==> config.mk <==
export PLATFORM = sky130hd
export DESIGN_NAME = rocket_flight_phase_detector_unit
export DESIGN_NICKNAME = d
export VERILOG_FILES = /design/src/hdl/fpd_pkg.sv /design/src/hdl/rocket_flight_phase_detector_unit.sv /design/src/hdl/fpd_ram.sv /design/src/hdl/fpd_window.sv /design/src/hdl/fpd_ctrl.sv
export VERILOG_INCLUDE_DIRS = /design/src /design/src/hdl
export SDC_FILE = /design/constraint.sdc
export NUM_CORES = 1
export LEC_CHECK = 0
export BUFFER_PORTS_ARGS = -buffer_cell sky130_fd_sc_hd__buf_2
export CORE_ASPECT_RATIO = 0.6
export CORE_UTILIZATION = 50
export CTS_CLUSTER_SIZE = 24
export DETAILED_ROUTE_END_ITERATION = 8
export PLACE_DENSITY = 0.67
export SLEW_MARGIN = 20
export SYNTH_ARGS = -nofsm -noshare
export SYNTH_HDL_FRONTEND = slang
export SYNTH_SLANG_ARGS = --single-unit
==> constraint.sdc <==
create_clock -name clk -period 14.7 [get_ports clk]
set_input_delay 0.735 -clock clk [delete_from_list [all_inputs] [get_ports clk]]
set_output_delay 0.735 -clock clk [all_outputs]
set_load 0.1 [all_outputs]
==> src/hdl/assert_macros.svh <==
// Assertion macros shared by the flight phase detector RTL.
`ifndef ASSERT_MACROS_SVH
`define ASSERT_MACROS_SVH
`ifndef SYNTHESIS
// Property must hold at every clock edge out of reset.
`define FPD_ASSERT(lbl, prop, msg) \
  lbl: assert property (@(posedge clk) disable iff (!rst_n) (prop)) else $error(msg);
// Antecedent implies consequent in the same cycle.
`define FPD_ASSERT_IMP(lbl, ante, cons, msg) \
  lbl: assert property (@(posedge clk) disable iff (!rst_n) (ante) |-> (cons)) else $error(msg);
`else
`define FPD_ASSERT(lbl, prop, msg)
`define FPD_ASSERT_IMP(lbl, ante, cons, msg)
`endif
`endif

==> src/hdl/fpd_pkg.sv <==
// Types, constants and register defaults for the flight phase detector.
package fpd_pkg;

  localparam int WINDOW_DEF = 10;
  localparam int CFG_IDX_W  = 3;
  localparam int CFG_DATA_W = 23;
  localparam int CNT_W      = 12;
  localparam logic [CNT_W-1:0] COUNT_MAX = 12'd4095;

  localparam logic [15:0] THR_RST     = 16'd3014;
  localparam logic [9:0]  BURN_RST    = 10'd42;
  localparam logic [22:0] DEPLOY_RST  = 23'd38100;
  localparam logic [11:0] APOGEE_RST  = 12'd10;
  localparam logic [11:0] LANDING_RST = 12'd200;

  typedef enum logic [CFG_IDX_W-1:0] {
    REG_LAUNCH_THR  = 3'd0,
    REG_BURN        = 3'd1,
    REG_DEPLOY_ALT  = 3'd2,
    REG_APOGEE      = 3'd3,
    REG_LANDING     = 3'd4
  } cfg_reg_t;

  typedef enum logic [2:0] {
    PH_PAD     = 3'd0,
    PH_BURN    = 3'd1,
    PH_ASCENT  = 3'd2,
    PH_COAST   = 3'd3,
    PH_DESCENT = 3'd4,
    PH_LANDED  = 3'd5
  } phase_t;

  typedef enum logic [2:0] {
    EV_NONE    = 3'd0,
    EV_LAUNCH  = 3'd1,
    EV_BURNOUT = 3'd2,
    EV_DEPLOY  = 3'd3,
    EV_APOGEE  = 3'd4,
    EV_LANDING = 3'd5
  } event_t;

  typedef struct packed {
    logic [15:0]        accel_magnitude;
    logic signed [23:0] altitude;
  } fpd_in_t;

  typedef struct packed {
    phase_t phase;
    event_t event_res;
    logic   primary_deployed;
    logic   secondary_deployed;
  } fpd_out_t;

  typedef struct packed {
    logic [15:0] launch_threshold;
    logic [9:0]  burn_samples;
    logic [22:0] deploy_altitude;
    logic [11:0] apogee_samples;
    logic [11:0] landing_samples;
  } fpd_cfg_t;

endpackage

==> src/hdl/rocket_flight_phase_detector_unit.sv <==
// Output: the result of each accepted item is registered into the output register.
// Throughput: one item per cycle unless the output is stalled; the window RAM
// reads ahead at the slot the next pad item replaces, so its read never stalls input.
// Reset: registers to defaults, phase pad; window slots read as zero until
// written (per-slot valid bits), so no clearing pass is needed.
`include "assert_macros.svh"
module rocket_flight_phase_detector_unit import fpd_pkg::*; #(
  parameter int WINDOW = WINDOW_DEF
) (
  input  logic                  clk,
  input  logic                  rst_n,
  input  logic                  in_valid,
  output logic                  in_stall,
  input  fpd_in_t               in_data,
  output logic                  out_valid,
  input  logic                  out_stall,
  output fpd_out_t              out_data,
  input  logic                  cfg_valid,
  output logic                  cfg_ready,
  input  logic [CFG_IDX_W-1:0]  cfg_index,
  input  logic [CFG_DATA_W-1:0] cfg_data
);

  fpd_cfg_t cfg_r;
  logic     accept, advance, launch_hit;
  fpd_out_t result, out_data_r;
  logic     out_valid_r;

  assign cfg_ready = 1'b1;
  assign in_stall  = out_valid_r && out_stall;
  assign accept    = in_valid && !in_stall;
  assign out_valid = out_valid_r;
  assign out_data  = out_data_r;

  always_ff @(posedge clk) begin
    if (!rst_n) begin
      cfg_r.launch_threshold <= THR_RST;
      cfg_r.burn_samples     <= BURN_RST;
      cfg_r.deploy_altitude  <= DEPLOY_RST;
      cfg_r.apogee_samples   <= APOGEE_RST;
      cfg_r.landing_samples  <= LANDING_RST;
    end else if (cfg_valid && cfg_ready) begin
      unique case (cfg_index)
        REG_LAUNCH_THR: cfg_r.launch_threshold <= cfg_data[15:0];
        REG_BURN:       cfg_r.burn_samples     <= cfg_data[9:0];
        REG_DEPLOY_ALT: cfg_r.deploy_altitude  <= cfg_data;
        REG_APOGEE:     cfg_r.apogee_samples   <= cfg_data[11:0];
        REG_LANDING:    cfg_r.landing_samples  <= cfg_data[11:0];
        default: ;
      endcase
    end
  end

  fpd_window #(.WINDOW(WINDOW)) u_window (
    .clk              (clk),
    .rst_n            (rst_n),
    .advance          (advance),
    .accel            (in_data.accel_magnitude),
    .launch_threshold (cfg_r.launch_threshold),
    .launch_hit       (launch_hit)
  );

  fpd_ctrl u_ctrl (
    .clk        (clk),
    .rst_n      (rst_n),
    .accept     (accept),
    .item       (in_data),
    .cfg        (cfg_r),
    .launch_hit (launch_hit),
    .advance    (advance),
    .result     (result)
  );

  // output register; refilled in the same cycle it drains
  always_ff @(posedge clk) begin
    if (!rst_n) begin
      out_valid_r <= 1'b0;
    end else if (accept) begin
      out_valid_r <= 1'b1;
    end else if (!out_stall) begin
      out_valid_r <= 1'b0;
    end
  end

  always_ff @(posedge clk) begin
    if (accept) begin
      out_data_r <= result;
    end
  end

  `FPD_ASSERT_IMP(a_stall_needs_item, in_stall, out_valid_r, "input stalled with empty output register")
  `FPD_ASSERT_IMP(a_launch_to_burn, out_valid_r && (out_data_r.event_res == EV_LAUNCH), out_data_r.phase == PH_BURN, "launch item not in burn phase")
  `FPD_ASSERT_IMP(a_fins_order, out_valid_r && out_data_r.secondary_deployed, out_data_r.primary_deployed, "secondary fins before primary")
  `FPD_ASSERT_IMP(a_held_on_stall, out_valid_r && out_stall, ##1 (out_valid_r && $stable(out_data_r)), "stalled result changed")

endmodule

==> src/hdl/fpd_ram.sv <==
// Generic single-port-write, single-port-read RAM with registered read.
module fpd_ram #(
  parameter int WIDTH = 16,
  parameter int DEPTH = 16,
  localparam int AW = (DEPTH > 1) ? $clog2(DEPTH) : 1
) (
  input  logic             clk,
  input  logic             we,
  input  logic [AW-1:0]    waddr,
  input  logic [WIDTH-1:0] wdata,
  input  logic [AW-1:0]    raddr,
  output logic [WIDTH-1:0] rdata
);

  logic [WIDTH-1:0] mem [DEPTH];

  always_ff @(posedge clk) begin
    if (we) begin
      mem[waddr] <= wdata;
    end
    rdata <= mem[raddr];
  end

endmodule

==> src/hdl/fpd_window.sv <==
// Acceleration window: sample RAM, running sum and launch threshold compare.
module fpd_window import fpd_pkg::*; #(
  parameter int WINDOW = WINDOW_DEF
) (
  input  logic        clk,
  input  logic        rst_n,
  input  logic        advance,
  input  logic [15:0] accel,
  input  logic [15:0] launch_threshold,
  output logic        launch_hit
);

  localparam int PTR_W = (WINDOW > 1) ? $clog2(WINDOW) : 1;
  localparam int SUM_W = $clog2(65535 * WINDOW + 1);
  localparam logic [PTR_W-1:0] PTR_LAST = PTR_W'(WINDOW - 1);

  logic [PTR_W-1:0]  ptr_r, ptr_nxt, ptr_inc;
  logic [SUM_W-1:0]  sum_r, sum_new, thr_win;
  logic [WINDOW-1:0] vld_r;
  logic              fwd_hit_r;
  logic [15:0]       fwd_data_r;
  logic [15:0]       ram_rd, old_raw, old_val;

  // read-ahead: RAM always fetches the slot the next item will replace
  fpd_ram #(.WIDTH(16), .DEPTH(WINDOW)) u_ram (
    .clk   (clk),
    .we    (advance),
    .waddr (ptr_r),
    .wdata (accel),
    .raddr (ptr_nxt),
    .rdata (ram_rd)
  );

  assign ptr_inc = (ptr_r == PTR_LAST) ? '0 : ptr_r + 1'b1;
  assign ptr_nxt = advance ? ptr_inc : ptr_r;

  // slot written last cycle and read again now (single-entry window)
  assign old_raw = fwd_hit_r ? fwd_data_r : ram_rd;
  assign old_val = vld_r[ptr_r] ? old_raw : 16'd0;

  assign sum_new    = sum_r - SUM_W'(old_val) + SUM_W'(accel);
  assign thr_win    = SUM_W'(SUM_W'(launch_threshold) * SUM_W'(WINDOW));
  assign launch_hit = (sum_new >= thr_win);

  always_ff @(posedge clk) begin
    if (!rst_n) begin
      ptr_r     <= '0;
      sum_r     <= '0;
      vld_r     <= '0;
      fwd_hit_r <= 1'b0;
    end else begin
      ptr_r     <= ptr_nxt;
      fwd_hit_r <= advance && (ptr_nxt == ptr_r);
      if (advance) begin
        sum_r        <= sum_new;
        vld_r[ptr_r] <= 1'b1;
      end
    end
  end

  always_ff @(posedge clk) begin
    fwd_data_r <= accel;
  end

endmodule

==> src/hdl/fpd_ctrl.sv <==
// Flight phase state machine with sample counter and altitude extreme tracking.
module fpd_ctrl import fpd_pkg::*; (
  input  logic     clk,
  input  logic     rst_n,
  input  logic     accept,
  input  fpd_in_t  item,
  input  fpd_cfg_t cfg,
  input  logic     launch_hit,
  output logic     advance,
  output fpd_out_t result
);

  phase_t             phase_r, phase_nxt;
  logic [CNT_W-1:0]   count_r, count_nxt, cnt_inc, coast_cnt, desc_cnt;
  logic signed [23:0] extreme_r, extreme_nxt;
  logic               min_seen_r, min_seen_nxt;
  logic               burn_hit, deploy_hit, new_max, apogee_hit, new_min, land_hit;
  event_t             ev;

  assign cnt_inc    = (count_r == COUNT_MAX) ? count_r : count_r + 1'b1;
  assign burn_hit   = (cnt_inc >= CNT_W'(cfg.burn_samples));
  assign deploy_hit = (item.altitude >= $signed({1'b0, cfg.deploy_altitude}));
  assign new_max    = (item.altitude >= extreme_r);
  assign coast_cnt  = new_max ? '0 : cnt_inc;
  assign apogee_hit = (coast_cnt >= cfg.apogee_samples);
  assign new_min    = !min_seen_r || (item.altitude < extreme_r);
  assign desc_cnt   = new_min ? '0 : cnt_inc;
  assign land_hit   = (desc_cnt >= cfg.landing_samples);

  assign advance = accept && (phase_r == PH_PAD);

  // next state
  always_comb begin
    phase_nxt = phase_r;
    if (accept) begin
      unique case (phase_r)
        PH_PAD:     if (launch_hit) phase_nxt = PH_BURN;
        PH_BURN:    if (burn_hit)   phase_nxt = PH_ASCENT;
        PH_ASCENT:  if (deploy_hit) phase_nxt = PH_COAST;
        PH_COAST:   if (apogee_hit) phase_nxt = PH_DESCENT;
        PH_DESCENT: if (land_hit)   phase_nxt = PH_LANDED;
        default:    phase_nxt = PH_LANDED;
      endcase
    end
  end

  // event and datapath updates
  always_comb begin
    ev           = EV_NONE;
    count_nxt    = count_r;
    extreme_nxt  = extreme_r;
    min_seen_nxt = min_seen_r;
    if (accept) begin
      unique case (phase_r)
        PH_PAD: begin
          if (launch_hit) begin
            ev        = EV_LAUNCH;
            count_nxt = '0;
          end
        end
        PH_BURN: begin
          count_nxt = burn_hit ? '0 : cnt_inc;
          if (burn_hit) ev = EV_BURNOUT;
        end
        PH_ASCENT: begin
          if (deploy_hit) begin
            ev          = EV_DEPLOY;
            count_nxt   = '0;
            extreme_nxt = '0;
          end
        end
        PH_COAST: begin
          if (apogee_hit) begin
            ev           = EV_APOGEE;
            count_nxt    = '0;
            extreme_nxt  = '0;
            min_seen_nxt = 1'b0;
          end else begin
            count_nxt = coast_cnt;
            if (new_max) extreme_nxt = item.altitude;
          end
        end
        PH_DESCENT: begin
          count_nxt = desc_cnt;
          if (new_min) begin
            extreme_nxt  = item.altitude;
            min_seen_nxt = 1'b1;
          end
          if (land_hit) ev = EV_LANDING;
        end
        default: ;
      endcase
    end
  end

  always_comb begin
    result.phase              = phase_nxt;
    result.event_res          = ev;
    result.primary_deployed   = (phase_nxt >= PH_COAST);
    result.secondary_deployed = (phase_nxt >= PH_DESCENT);
  end

  always_ff @(posedge clk) begin
    if (!rst_n) begin
      phase_r    <= PH_PAD;
      count_r    <= '0;
      extreme_r  <= '0;
      min_seen_r <= 1'b0;
    end else begin
      phase_r    <= phase_nxt;
      count_r    <= count_nxt;
      extreme_r  <= extreme_nxt;
      min_seen_r <= min_seen_nxt;
    end
  end

endmodule
Word-level counts from Yosys, hierarchy flattened
Memories as Yosys holds them, arrays and structs flattened. A register that Yosys moved wholly into a read port is not among the register bits.
Cells that the tools add are included.
{"block": "classes", "order_cmp": 11, "n_eq_ne": 17, "multipliers": 1, "muxes": 41, "add_sub_neg": 4, "bitwise_logic": 1, "n_reduce_logical": 21}
{"cell": "$mux W24", "count": 4}
{"cell": "$mux W12", "count": 7}
{"cell": "$pmux W24 S3", "count": 1}
{"cell": "$pmux W12 S5", "count": 1}
{"cell": "$ge A24 B24 Y1", "count": 2}
{"cell": "$mux W16", "count": 2}
{"cell": "$pmux W3 S5", "count": 2}
{"cell": "$ge A12 B12 Y1", "count": 2}
{"cell": "$lt A24 B24 Y1", "count": 1}
{"cell": "$mux W3", "count": 8}
{"cell": "$add A20 B16 Y20", "count": 1}
{"cell": "$ge A20 B20 Y1", "count": 1}
{"cell": "$sub A20 B16 Y20", "count": 1}
{"cell": "$mul A16 B3 Y19 const B", "count": 1}
{"cell": "$add A12 B1 Y12 const B", "count": 1}
{"cell": "$eq A12 B12 Y1 const B", "count": 1}
{"cell": "$eq A3 B2 Y1 const B", "count": 4}
{"cell": "$ge A12 B10 Y1", "count": 1}
{"cell": "$or A10 B10 Y10", "count": 1}
{"cell": "$reduce_and A2 Y1", "count": 5}
{"cell": "$mux W1", "count": 9}
{"cell": "$mux W4", "count": 2}
{"cell": "$ne A2 B1 Y1 const B", "count": 4}
{"cell": "$reduce_and A4 Y1", "count": 2}
{"cell": "other kinds (23)", "count": 32}
{"block": "word_totals", "mem_count": 1, "out_inout_bits": 11, "word_cells": 116, "mem_bits_rw": 160, "ff_bits": 173, "in_bits": 71}
{"memory": "u_window.u_ram.mem", "words": 10, "word_bits": 16, "rd": 1, "rd_clocked_by_memory_dff": 1, "wr": 1, "line_no": "fpd_ram.sv:15", "source": "logic [WIDTH-1:0] mem [DEPTH];"}

Logic depth before layout (Yosys ltp)
{"block": "depth", "word_depth": 10, "mapped_depth": 29, "depth_no_buf": 26}

Modules after synthesis
Synthesis repeated with hierarchy kept, for this count alone.
{"block": "hier_totals", "hier_cells": 1796, "area_unflattened_um2": 18843.1}
{"mod": "fpd_ram", "cells_each": 358, "area_each_um2": 6712.7, "n_inst": 1, "seq_area_each_um2": 5124.9}
{"mod": "fpd_window", "cells_each": 572, "area_each_um2": 4729.5, "n_inst": 1, "seq_area_each_um2": 1021.0}
{"mod": "fpd_ctrl", "cells_each": 572, "area_each_um2": 4257.8, "n_inst": 1, "seq_area_each_um2": 800.8}
{"mod": "rocket_flight_phase_detector_unit", "cells_each": 294, "area_each_um2": 3143.0, "n_inst": 1, "seq_area_each_um2": 1721.7}

Worst setup path before layout
No wires, ideal clock.
{"block": "synth_timing", "path_type": "register to register", "startpoint": "register u_window.ptr_r[0]", "endpoint": "register u_ctrl.count_r[10]", "setup_ps": 59, "arrival_ps": 5719, "path_stages_with_launch": 28, "n_path_buf": 3, "path_slack_ps": 8922, "synth_period_minus_slack_ps": 5778, "required_time_ps": 14641, "path_cell_list": "dfxtp_1 clkbuf_1 mux4_2 nand2_1 a21oi_1 a31oi_1 clkbuf_1 nor2_1 fa_1 inv_1 ha_1 a211oi_1 o21ai_0 a41oi_1 o21bai_1 a21oi_1 a21oi_1 xnor2_1 xor2_1 ha_1 nand4_1 nor2_1 a21oi_1 o211a_1 nand2_1 a311oi_1 buf_2 a22o_1"}
{"block": "synth_between", "elab_chain_len": 8}
{"item": "start: declaration", "line_no": "fpd_window.sv:17", "source": "logic [PTR_W-1:0] ptr_r, ptr_nxt, ptr_inc;"}
{"item": "start signal: assignment", "line_no": "fpd_window.sv:52", "source": "ptr_r <= ptr_nxt;"}
{"item": "$bmux W1 S4", "line_no": "fpd_window.sv:39", "source": "assign old_val = vld_r[ptr_r] ? old_raw : 16'd0;"}
{"item": "$mux W1 (not written as such)", "line_no": "fpd_window.sv:39"}
{"item": "$mux W16", "line_no": "fpd_window.sv:39"}
{"item": "$sub A20 B16 Y20", "line_no": "fpd_window.sv:41", "source": "assign sum_new = sum_r - SUM_W'(old_val) + SUM_W'(accel);"}
{"item": "$add A20 B16 Y20", "line_no": "fpd_window.sv:41"}
{"item": "named net u_window.sum_new[19]", "line_no": "fpd_window.sv:18", "source": "logic [SUM_W-1:0] sum_r, sum_new, thr_win;"}
{"item": "$ge A20 B20 Y1", "line_no": "fpd_window.sv:43", "source": "assign launch_hit = (sum_new >= thr_win);"}
{"item": "$ne A2 B2 Y1 (no line)"}
{"item": "$reduce_and A4 Y1 (no line)"}
{"item": "end signal: assignment", "line_no": "fpd_ctrl.sv:111", "source": "count_r <= count_nxt;"}
{"item": "end: declaration", "line_no": "fpd_ctrl.sv:14", "source": "logic [CNT_W-1:0] count_r, count_nxt, cnt_inc, coast_cnt, desc_cnt;"}
The timed path passes the listed nets, and every way through them passes these cells. The select of a mux whose other input is x is not followed.
A chain may end at the register's enable or synchronous reset.

Final worst setup path
{"block": "layout_timing", "startpoint": "register u_window.ptr_r[0]", "endpoint": "register u_ctrl.count_r[0]"}
The elaborated chain is that of the path after synthesis.

==> flow_summary.toml <==
[global_route]
grt_use_total_pct = 23.1
grt_first_pass_wirelength_mm = 66.2
antenna_found_initial = 0
use_met1_pct = 36.2
grt_pass1_vias = 12100
grt.met3_usage_pct = 4.26
grt.busiest_layer = "met1"
overflow = 0
grt_max_degree = 75
grt.met2_usage_pct = 32.8

[timing]
final-setup-viol-count = 0
tightest_slew_ps = 983
slew-limit-headroom_pct = 34.4
fmax_mhz = 155
final.setup_skew_ps = 24.3
rsz0062_at_grt = "no"
slew_viol_final = 0
min_period_ps = 6440
fin_crit_sh_pct = 43.8
finalSetupTns_ps = 0
hold_viol = 0

[pwr]
p_leak_uw = 0.00835
power_density_mw_per_mm2 = 159
ir_worst_vdd_uv = 89.5

[finish]
drive_gt1_share_pct = 12.5
area_growth_pct = 11.6
multi_input_area_mm2 = 0.00849
utilization_pct = 57.2
fin_area_mm2 = 0.0202
nets = 1996
fillers = 3003
seq_area_mm2 = 0.00864
diodes = 0

[clock_network]
cts.sinks = 348
clockBufferDepth = 3
clkLatencyLatePin_ps = 530
ctsHoldBuffers = 0
clockRootBuffer = "clkbuf_16"
postCtsSetupRepairBufs = 0
cts_tree = "done"
cts_resized = 0
cts_buffers = 35
cts_htree_levels = 2
clk_pin_slew_ps = 70

[min_path]
hp-class = "input port to register"
holdPathStages = 1

[setup_path]
rr_worst_depth = 27
cp_top_family = "compound AO/OA/AOI/OAI gates"
slowest_delay_ps = 570
slowest_stage = "dfxtp_1"
crit_fanout = 16
worstSetupEndpointType = "register"
critPathBufInv = 3
crit_cells = 27
cp-start-kind = "register"
worstPathRequired_ps = 15120
cp.arrival_ps = 6860
worstSetupPathType = "register to register"

[logic_synthesis]
synth.net_count = 1924
synthFlopType = "dfxtp_1"
async_flop_share_pct = 0
yosysUniqueCellTypes = 78
syn_area_per_cell_um2 = 10.7
ys_seq_area_share_pct = 47.8
synth_area_mm2 = 0.0181
syn_inst = 1687
ys_seq_elements = 348
synth_edf_count = 167
yosysWarnings = 0

[die]
die_area_mm2 = 0.0369
core_area_mm2 = 0.0353
start_util_pct = 51.2
die_h_um = 149
io_pins = 82
die_w_um = 247
num_rows = 53

[run]
drv_cap = 0

[detailed_routing]
drc = 0
vias = 12500
drt_wl_total_mm = 41.7
ant_nets = 0
via_per_inst = 5.53
drt-wirelength-per-cell_um = 18.5
dr.pass1.iters = 5
drtIter0Drc = 845

[placed_design]
io_buffer_count = 80
place_congestion = 0.900
dp_hpwl_mm = 29.8
placed_cell_area_mm2 = 0.0189

[status]
status = "finished, final reports clean"
layout by cell type, fill, tap and decap left out, types with 30 or more instances in the layout:
cell type / n
mux4_2: 34
edfxtp_1: 167
nand2_1: 259
a21o_1: 30
inv_1: 174
clkbuf_16: 38
a21oi_1: 54
ha_1: 149
o21ai_0: 31
mux2i_1: 93
buf_2: 79
dfxtp_1: 181
a21boi_0: 65
nor2_1: 74
final timing paths:
| check | startpoint | end | slack, ps |
|---|---|---|---|
| max | u_window.ptr_r[0] | u_ctrl.count_r[0] | 8260 |
| min | in_data[38] | u_window.fwd_data_r[14] | 440 |
| max reg2reg | u_window.ptr_r[0] | u_ctrl.count_r[0] | 8260 |
| min reg2reg | u_ctrl.extreme_r[12] | u_ctrl.extreme_r[12] | 460 |
power breakdown:
group	switching (µW)	internal (µW)	total, µW
registers	38.9	1100	1130
logic	640	473	1110
clock network	382	569	951
sequential cells by signal, summed over array words and instances (netlist names), 3 cells and up:
name	cells
u_window.u_ram.mem	160
u_ctrl.phase_r	3
u_window.vld_r	10
u_ctrl.count_r	12
cfg_r	73
u_window.sum_r	20
u_ctrl.extreme_r	24
u_window.fwd_data_r	16
out_data	7
u_window.ptr_r	4
u_window.u_ram.rdata	16
stage by stage:
| stage | total power [µW] | hold slack, ps | cells | setup WS (ps) |
|---|---|---|---|---|
| floorplan | 2000 | 430 | 1687 | 8920 |
| global placement | 2230 | 441 | 2188 | 8560 |
| detailed placement | 2260 | 451 | 2188 | 8400 |
| CTS | 3210 | 428 | 2252 | 8360 |
| global route | 3410 | 436 | 2253 | 7790 |
| finish | 3200 | 443 | 2253 | 8260 |
Yosys cell counts, drive strengths merged, types with 20 or more instances:
cell type	instances	area, µm²
nand3	28	140
mux4	34	766
clkbuf	42	178
dfxtp	181	3620
o21ai	33	165
a21o	31	234
nor3	22	120
inv	175	657
nand2	260	978
buf	21	148
edfxtp	167	5010
ha	149	1860
a21boi	73	559
o211ai	20	164
xnor2	27	244
mux2i	94	945
nor2	78	293
a21oi	55	279
cells by family (layout without fill, tap and decap cells):
family          Yosys count  count (layout)  share of synthesized area, %
mux                     129             129                          9.53
fa+ha+maj               166             166                          12.2
compound gates          302             302                          11.9
buf+inv                 241             340                          5.55
other cells               2               2                        0.0416
flops                   348             348                          47.8
simple gates            460             460                          11.0
xor+xnor                 39              39                          1.93
worst register-to-register path, stage by stage, from the launching register on:
cell      delay [ps]
dfxtp_1          570
mux4_2           550
nand2_1           80
a21oi_1           60
a31oi_1          160
buf_4            250
nor2_1            90
fa_1             540
inv_1             60
ha_1             300
a211oi_1         350
o21ai_0          170
a41oi_1          370
o21bai_1         270
a21oi_1          210
a21oi_1          130
xnor2_1          150
xor2_1           160
ha_1             300
nand4_1          150
nor2_1           180
nand2_1           90
a211oi_1         230
o21ai_0          200
nand2_1          120
a311oi_1          90
buf_4            210
a211o_1          300
cell type report:
type | count | area share [%]
flip-flops and latches | 348 | 42.8
clock buffers | 49 | 4.97
repair buffers | 100 | 2.84
inverters | 176 | 3.28
well taps | 467 | 2.90
clock inverters | 15 | 1.07
multi-input cells | 1098 | 42.1
routing by layer:
layer,routed length [µm],vias up
met4,686,0
met1,21400,6022
li1,-,6062
met2,17000,316
met3,2590,53
met5,0,-
No activity file was read; power rests on OpenSTA's default activity.
